$ cat config.mk
export PLATFORM = sky130hd
export DESIGN_NAME = shc_mul64
export DESIGN_NICKNAME = d
export VERILOG_FILES = /design/src/design/shc_pkg.sv /design/src/design/shc_mul64.sv
export SDC_FILE = /design/constraint.sdc
export NUM_CORES = 2
export LEC_CHECK = 0
export BUFFER_PORTS_ARGS = -buffer_cell sky130_fd_sc_hd__buf_2
export CAP_MARGIN = 20
export CORE_ASPECT_RATIO = 0.8
export CORE_MARGIN = 3
export CORE_UTILIZATION = 50
export CTS_CLUSTER_SIZE = 24
export DETAILED_ROUTE_END_ITERATION = 10
export PLACE_DENSITY = 0.72
export SYNTH_ARGS = -nofsm -noshare
export SYNTH_HDL_FRONTEND = slang
export SYNTH_SLANG_ARGS = --single-unit
$ cat constraint.sdc
create_clock -name clk -period 14.2 [get_ports clk]
set_clock_uncertainty 0.15 [all_clocks]
set_input_delay 2.84 -clock clk [delete_from_list [all_inputs] [get_ports clk]]
set_output_delay 2.84 -clock clk [all_outputs]
set_load 0.03 [all_outputs]
$ cat src/design/shc_pkg.sv
// ----------------------------------------------------------------------------
// shc_pkg
// Shared widths, request codes and constants for the substring hash compare
// unit.
// ----------------------------------------------------------------------------
package shc_pkg;

    localparam int REQ_W  = 2;
    localparam int CHAR_W = 8;
    localparam int POS_W  = 13;
    localparam int WORD_W = 64;
    localparam int HALF_W = 32;

    typedef logic [WORD_W-1:0] word_t;
    typedef logic [HALF_W-1:0] half_t;
    typedef logic [REQ_W-1:0]  req_t;

    localparam req_t REQ_APPEND  = 2'd0;
    localparam req_t REQ_COMPARE = 2'd1;
    localparam req_t REQ_CLEAR   = 2'd2;

    // character value is the byte less 'a' - 1, modulo 2^64
    localparam word_t CHAR_BIAS  = 64'd96;
    localparam word_t BASE_RESET = 64'd29;
    localparam word_t HASH_EMPTY = 64'd0;
    localparam word_t POW_EMPTY  = 64'd1;

endpackage

$ cat src/design/shc_mul64.sv
// ----------------------------------------------------------------------------
// shc_mul64
// Low 64 bits of a 64 x 64 product, built from three 32 x 32 partial
// products in steps LL, LH and HL on one multiplier.
// ----------------------------------------------------------------------------
module shc_mul64
(
    input  logic          clk,
    input  logic          rst_n,
    input  logic          start,
    input  shc_pkg::word_t op_a,
    input  shc_pkg::word_t op_b,
    output logic          busy,
    output shc_pkg::word_t product
);

    localparam int HW = shc_pkg::HALF_W;

    localparam logic [1:0] STEP_LL = 2'd0;
    localparam logic [1:0] STEP_LH = 2'd1;
    localparam logic [1:0] STEP_HL = 2'd2;

    shc_pkg::word_t a_reg;
    shc_pkg::word_t b_reg;
    shc_pkg::word_t acc_reg;
    shc_pkg::word_t acc_next;
    logic [1:0]     step_reg;
    logic           busy_reg;
    shc_pkg::half_t mx;
    shc_pkg::half_t my;
    shc_pkg::word_t pp;

    always_comb
    begin
        unique case (step_reg)
            STEP_LL:
            begin
                mx = a_reg[HW-1:0];
                my = b_reg[HW-1:0];
            end
            STEP_LH:
            begin
                mx = a_reg[HW-1:0];
                my = b_reg[2*HW-1:HW];
            end
            STEP_HL:
            begin
                mx = a_reg[2*HW-1:HW];
                my = b_reg[HW-1:0];
            end
            default:
            begin
                mx = '0;
                my = '0;
            end
        endcase
    end

    // 32 x 32 unsigned product, zero-extended operands
    assign pp = shc_pkg::WORD_W'(mx) * shc_pkg::WORD_W'(my);

    always_comb
    begin
        if (step_reg == STEP_LL)
        begin
            acc_next = pp;
        end
        else
        begin
            acc_next = acc_reg + {pp[HW-1:0], {HW{1'b0}}};
        end
    end

    always_ff @(posedge clk or negedge rst_n)
    begin
        if (!rst_n)
        begin
            busy_reg <= 1'b0;
            step_reg <= STEP_LL;
        end
        else if (start)
        begin
            busy_reg <= 1'b1;
            step_reg <= STEP_LL;
        end
        else if (busy_reg)
        begin
            step_reg <= step_reg + 2'd1;
            if (step_reg == STEP_HL)
            begin
                busy_reg <= 1'b0;
            end
        end
    end

    always_ff @(posedge clk)
    begin
        if (start)
        begin
            a_reg <= op_a;
            b_reg <= op_b;
        end
        else if (busy_reg)
        begin
            acc_reg <= acc_next;
        end
    end

    assign busy    = busy_reg;
    assign product = acc_reg;

endmodule

# Word level (Yosys, flattened, before mapping)
# Index checks and enable logic that the tools add are counted.
# Widths: inputs -> output; s select.
[totals]
rom_bits = 0
latchBits = 0
ram_bits = 0
mem_count = 0
out_inout_bits = 65
in_bits = 131
elab_cells = 24
register_bits = 195
[op_classes]
div = 0
muxes = 8
n_lt_le_gt_ge = 0
addsub = 2
n_eq_ne = 2
shift = 0
n_bitwise = 1
reduce_logical = 5
multipliers = 1
[ops]
columns = ["operator", "n"]
rows = [
  ["$pmux 32 s2", 2],
  ["$add 64x64->64", 1],
  ["$mul 32x32->64", 1],
  ["$mux 64", 1],
  ["$mux 2", 2],
  ["$reduce_or 2->1", 2],
  ["$mux 1", 3],
  ["$add 2x1->2 const B", 1],
  ["$eq 2x1->1 const B", 1],
  ["$eq 2x2->1 const B", 1],
  ["$logic_not 2->1", 1],
  ["$reduce_and 2->1", 1],
  ["$reduce_bool 2->1", 1],
  ["$not 1->1", 1],
]

# Depth between registers and ports, before layout
[logic_depth]
depth_word = 6
depth_mapped = 43
mapped_depth_nobuf = 36

# Worst setup path after synthesis
# No wires, ideal clock.
[synth_path]
path_type = "register to register"
startpoint = "reg step_reg[0]"
endpoint = "reg acc_reg[62], in the netlist product[62], data pin"
setup_time_ns = 0.271
setup_slack_ns = 4.093
t_arrival_ns = 9.686
stages_incl_launch_ff = 42
required_time_ns = 13.779
synth_period_minus_slack_ns = 10.107
path_cell_list = "dfrtp_1 > inv_1 > clkbuf_1 > clkbuf_1 > ha_1 > clkbuf_1 > or2_2 > clkbuf_1 > buf_1 > clkbuf_1 > a22oi_1 > clkbuf_1 > nor2_1 > fa_1 > fa_1 > fa_1 > inv_1 > fa_1 > [6 not listed] > fa_1 > ha_1 > a21o_1 > o21ba_2 > nand2_1 > a21oi_1 > xnor2_1 > ha_1 > clkbuf_1 > a21o_1 > a21o_1 > a21oi_1 > nor2_1 > a21oi_1 > o311a_1 > a21oi_1 > xnor2_1 > o211ai_1"
[synth_via]
elab_chain_len = 6
elab_cells_between_ends = 10
classes_between = "add/sub: 1; mul: 1; eq/ne: 2; mux: 3; reduce/logical: 3"
[synth_rtl]
columns = ["item", "line_no", "text"]
rows = [
  ["start: declaration", "shc_mul64.sv:27", "logic [1:0] step_reg;"],
  ["start signal: assignment", "shc_mul64.sv:88", "step_reg <= step_reg + 2'd1;"],
  ["$eq 2x1->1, or another cell as far along", "shc_mul64.sv:35", "unique case (step_reg)"],
  ["$reduce_or 2->1 (no line)", "n/a", ""],
  ["$pmux 32 s2", "shc_mul64.sv:35", ""],
  ["$mul 32x32->64", "shc_mul64.sv:60", "assign pp = shc_pkg::WORD_W'(mx) * shc_pkg::WORD_W'(my);"],
  ["$add 64x64->64", "shc_mul64.sv:70", "acc_next = acc_reg + {pp[HW-1:0], {HW{1'b0}}};"],
  ["$mux 64 (*)", "shc_mul64.sv:64", "if (step_reg == STEP_LL)"],
  ["via acc_next[62]", "shc_mul64.sv:26", "shc_pkg::word_t acc_next;"],
  ["end signal: assignment", "shc_mul64.sv:105", "acc_reg <= acc_next;"],
  ["end: declaration", "shc_mul64.sv:25", "shc_pkg::word_t acc_reg;"],
]
# Mark *: on every way through the listed nets, which the timed path passes. The rest lies on a longest branch.
# A chain may end at the register's enable or synchronous reset.

# Final worst setup path
[layout_path]
startpoint = "reg step_reg[0]"
endpoint = "reg acc_reg[63], in the netlist product[63], data pin"
# Same word-level chain as after synthesis.

==> load_flow_metrics.sql <==
INSERT INTO impl_metrics (metric_group, metric, value, unit) VALUES
('floorplanning', 'rows', '93', ''),
('global_route', 'grt_max_degree', '68', ''),
('detailed_routing', 'routed_via_density', '5.85', ''),
('logic_synthesis', 'area_of_the_mapped_netlist', '0.0412', 'mm2'),
('logic_synthesis', 'async_flop_share', '0.0154', ''),
('critical_path', 'worst_path_max_delay_cell', 'sky130_fd_sc_hd__fa_1', ''),
('timing', 'final_period_minus_worst_setup_slack', '11340', 'ps'),
('logic_synthesis', 'yosys_register_bits', '195', ''),
('critical_path', 'worst_path_most_repeated_cell', 'sky130_fd_sc_hd__fa_1', ''),
('cells_and_area', 'final.fill_count', '7197', ''),
('critical_path', 'cp.buffers_inverters', '7', ''),
('cells_and_area', 'layout-drive-gt1-share', '0.0857', ''),
('critical_path', 'crit_path_max_incr_delay', '630', 'ps'),
('logic_synthesis', 'ys.flop_type', 'sky130_fd_sc_hd__edfxtp_1', ''),
('cells_and_area', 'final-instance-count-excl-fill', '5576', ''),
('detailed_routing', 'final_antenna_net_count', '0', ''),
('detailed_routing', 'routed_wirelength', '134000', 'um'),
('critical_path', 'critPathCaptureType', 'flip-flop', ''),
('timing', 'normalized_max_slew_margin', '0.169', ''),
('clocking', 'clk_path_buf_depth', '2', ''),
('floorplanning', 'fp.dieArea', '0.0859', 'mm2'),
('critical_path', 'timing.critical_path.fanout_max', '43', ''),
('placed_design', 'gp_congestion', '1.01', ''),
('timing', 'final.setup.tns', '0', 'ps'),
('timing', 'min_period_over_period', '0.799', ''),
('floorplanning', 'pin_count', '196', ''),
('floorplanning', 'placeableCoreArea', '0.0811', 'mm2'),
('detailed_routing', 'drt-wirelength-per-cell', '24.0', 'um'),
('logic_synthesis', 'post_synth_edffs', '192', ''),
('cells_and_area', 'layout-area-overhead-vs-synth', '6.70', '%'),
('placed_design', 'detailedPlacementHpwl', '108000', 'um'),
('min_path', 'hp-class', 'reg -> reg', ''),
('floorplanning', 'die_width', '327', 'um'),
('clocking', 'clock_tree_from_tritoncts', 'yes', ''),
('placed_design', 'port-buffer-count', '195', ''),
('logic_synthesis', 'avgSynthCellArea', '9.32', 'um2'),
('critical_path', 'worst_path_arrival', '11420', 'ps'),
('timing', 'final_hold_viol_count', '0', ''),
('clocking', 'postCtsResizedCells', '0', ''),
('critical_path', 'timing.setup.critical_path_class', 'reg -> reg', ''),
('run', 'maxCapViolations', '0', ''),
('placed_design', 'post-place-ws', '3260', 'ps'),
('clocking', 'ctsHtreeMaxLevel', '4', ''),
('detailed_routing', 'drt_drc_violations_left', '0', ''),
('clocking', 'post_cts_buffers', '0', ''),
('logic_synthesis', 'post_synthesis_cell_count', '4420', ''),
('global_route', 'grt_antenna_before_repair', '4', ''),
('run_status', 'outcome', 'complete, no violations', ''),
('detailed_routing', 'firstDrtPassIters', '7', ''),
('detailed_routing', 'initialDrtViolationCount', '3812', ''),
('logic_synthesis', 'synth-seq-area-share', '0.142', ''),
('logic_synthesis', 'synth.distinct_cells', '76', ''),
('global_route', 'globalRouteOverflowTotal', '0', ''),
('global_route', 'grt_pass1_wl', '205000', 'um'),
('detailed_routing', 'route.vias.total', '32603', ''),
('clocking', 'count_of_hold_fix_buffers_inserted_at_cts', '0', ''),
('critical_path', 'setup.worst_path.start_class', 'flip-flop', ''),
('timing', 'slew_viol_final', '0', ''),
('logic_synthesis', 'synth_fp_nets', '5748', ''),
('logic_synthesis', 'yosys_warnings', '0', ''),
('critical_path', 'critPathRequiredTime', '14280', 'ps'),
('global_route', 'grt_pass1_vias', '33335', ''),
('timing', 'post-route-worst-setup-slack', '2860', 'ps'),
('clocking', 'cts_buffers', '17', ''),
('cells_and_area', 'final_nets', '5797', ''),
('timing', 'grt_setup_unrepaired', 'no', ''),
('placed_design', 'dp_cells', '5539', ''),
('global_route', 'groute.usage.overall', '0.318', ''),
('floorplanning', 'initial_standard_cell_utilization_of_the_core', '0.508', ''),
('placed_design', 'place_area', '0.0433', 'mm2'),
('clocking', 'clk_root_buffer_cell', 'sky130_fd_sc_hd__clkbuf_16', ''),
('clocking', 'insertion_delay', '500', 'ps'),
('timing', 'setup-violations-final', '0', ''),
('clocking', 'cts.sinks', '195', ''),
('clocking', 'clock_input_transition_at_the_sequential_cells_of_the_worst_setup_and_hold_paths', '100', 'ps'),
('cells_and_area', 'finish.instance_area', '0.0440', 'mm2'),
('critical_path', 'largest_delay_contributor_family_on_the_critical_path', 'adder cells', ''),
('timing', 'worst_slew_pin_slew', '1250', 'ps'),
('timing', 'fmax', '88.2', 'MHz'),
('floorplanning', 'die-height', '263', 'um');
-- kinds of logic after synthesis --
logic type	count (synthesis)	synth area share
AND/OR/NAND/NOR	1361	0.134
adder cells (fa/ha/maj)	1197	0.527
buffers and inverters	1144	0.105
AO/OA/AOI/OAI	434	0.0730
flip-flops	195	0.142
XOR/XNOR	83	0.0178
multiplexers	6	0.00149
-- metal layers --
| metal | GRT usage | part of all wire | vias to the layer above |
|---|---|---|---|
| met5 | 0 | 0 | - |
| met4 | 0.101 | 0.039 | 0 |
| met3 | 0.139 | 0.17 | 355 |
| met2 | 0.434 | 0.40 | 2288 |
| met1 | 0.454 | 0.39 | 16430 |
| li1 | - | - | 13530 |
-- area by class of cell --
| cell class | instances | area, um2 | area share |
|---|---|---|---|
| Clock inverter | 15 | 216 | 0.00492 |
| Tap cell | 1092 | 1370 | 0.0311 |
| Clock buffer | 17 | 425 | 0.00968 |
| Antenna cell | 2 | 5.00 | 0.000114 |
| Timing Repair Buffer | 279 | 1630 | 0.0371 |
| Multi-Input combinational cell | 3081 | 31100 | 0.708 |
| Sequential cell | 195 | 5840 | 0.133 |
| Inverter | 895 | 3360 | 0.0764 |
-- Yosys cell counts, types with 6 or more instances --
library cell / count / area (um2)
sky130_fd_sc_hd__ha_1: 300 / 3750
sky130_fd_sc_hd__nand4_1: 26 / 163
sky130_fd_sc_hd__a21oi_1: 110 / 551
sky130_fd_sc_hd__a22o_1: 33 / 289
sky130_fd_sc_hd__buf_1: 22 / 82.6
sky130_fd_sc_hd__o31ai_1: 7 / 52.6
sky130_fd_sc_hd__nor2_1: 438 / 1640
sky130_fd_sc_hd__fa_1: 897 / 18000
sky130_fd_sc_hd__nor3_1: 30 / 150
sky130_fd_sc_hd__edfxtp_1: 192 / 5770
sky130_fd_sc_hd__a22oi_1: 64 / 480
sky130_fd_sc_hd__or2_2: 26 / 163
sky130_fd_sc_hd__a211oi_1: 11 / 82.6
sky130_fd_sc_hd__nand2_1: 751 / 2820
sky130_fd_sc_hd__xnor2_1: 52 / 455
sky130_fd_sc_hd__nor2b_1: 10 / 62.6
sky130_fd_sc_hd__a21o_1: 51 / 383
sky130_fd_sc_hd__buf_2: 8 / 40.0
sky130_fd_sc_hd__o21ai_0: 55 / 275
sky130_fd_sc_hd__o21a_1: 12 / 90.1
sky130_fd_sc_hd__or3_1: 6 / 37.5
sky130_fd_sc_hd__inv_1: 895 / 3360
sky130_fd_sc_hd__nand3_1: 9 / 45.0
sky130_fd_sc_hd__o21ai_1: 7 / 35.0
sky130_fd_sc_hd__and3_1: 7 / 43.8
sky130_fd_sc_hd__and2_1: 37 / 231
sky130_fd_sc_hd__xor2_1: 30 / 263
sky130_fd_sc_hd__clkbuf_1: 216 / 811
sky130_fd_sc_hd__o21bai_1: 24 / 180
-- placed cells by master (no fill, tap or decap), drive strengths merged, types with 51 or more instances in the layout --
cell type and instances:
fa 897, a22oi 64, buf 278, a21oi 112
nand2 751, a21o 51, xnor2 53, edfxtp 192
inv 903, o21ai 62, nor2 438, ha 300
-- path summary, 6_finish.rpt --
check	startpoint	to	slack [ps]	cells after the start
setup / recovery	step_reg[0]$_DFFE_PN0P_	product[63]$_DFFE_PP_	2860	31
hold / removal	step_reg[0]$_DFFE_PN0P_	step_reg[0]$_DFFE_PN0P_	500	2
setup reg to reg	step_reg[0]$_DFFE_PN0P_	product[63]$_DFFE_PP_	2860	31
hold reg to reg	step_reg[0]$_DFFE_PN0P_	step_reg[0]$_DFFE_PN0P_	500	2
max in group asynchronous	rst_n	step_reg[1]$_DFFE_PN0P_	11730	1
min in group asynchronous	rst_n	busy$_DFF_PN0_	2010	1
-- stage by stage --
stage               hold WS, ps   util
floorplan                   389      -
global placement            434  0.533
detailed placement          455  0.534
CTS                         485  0.541
global route                533  0.542
finish                      500  0.542
-- worst reg2reg max path, delay by kind of cell, from the launching register on --
family | cells | cell delay (ps)
AO/OA/AOI/OAI | 4 | 1280
XOR/XNOR | 2 | 730
adder cells (fa/ha/maj) | 11 | 5740
buffers and inverters | 7 | 1720
flip-flops | 1 | 440
multiplexers | 1 | 80
AND/OR/NAND/NOR | 6 | 930
Power is not shown: default switching activity piles up to over one toggle a cycle in this logic, so the estimate is an artifact.
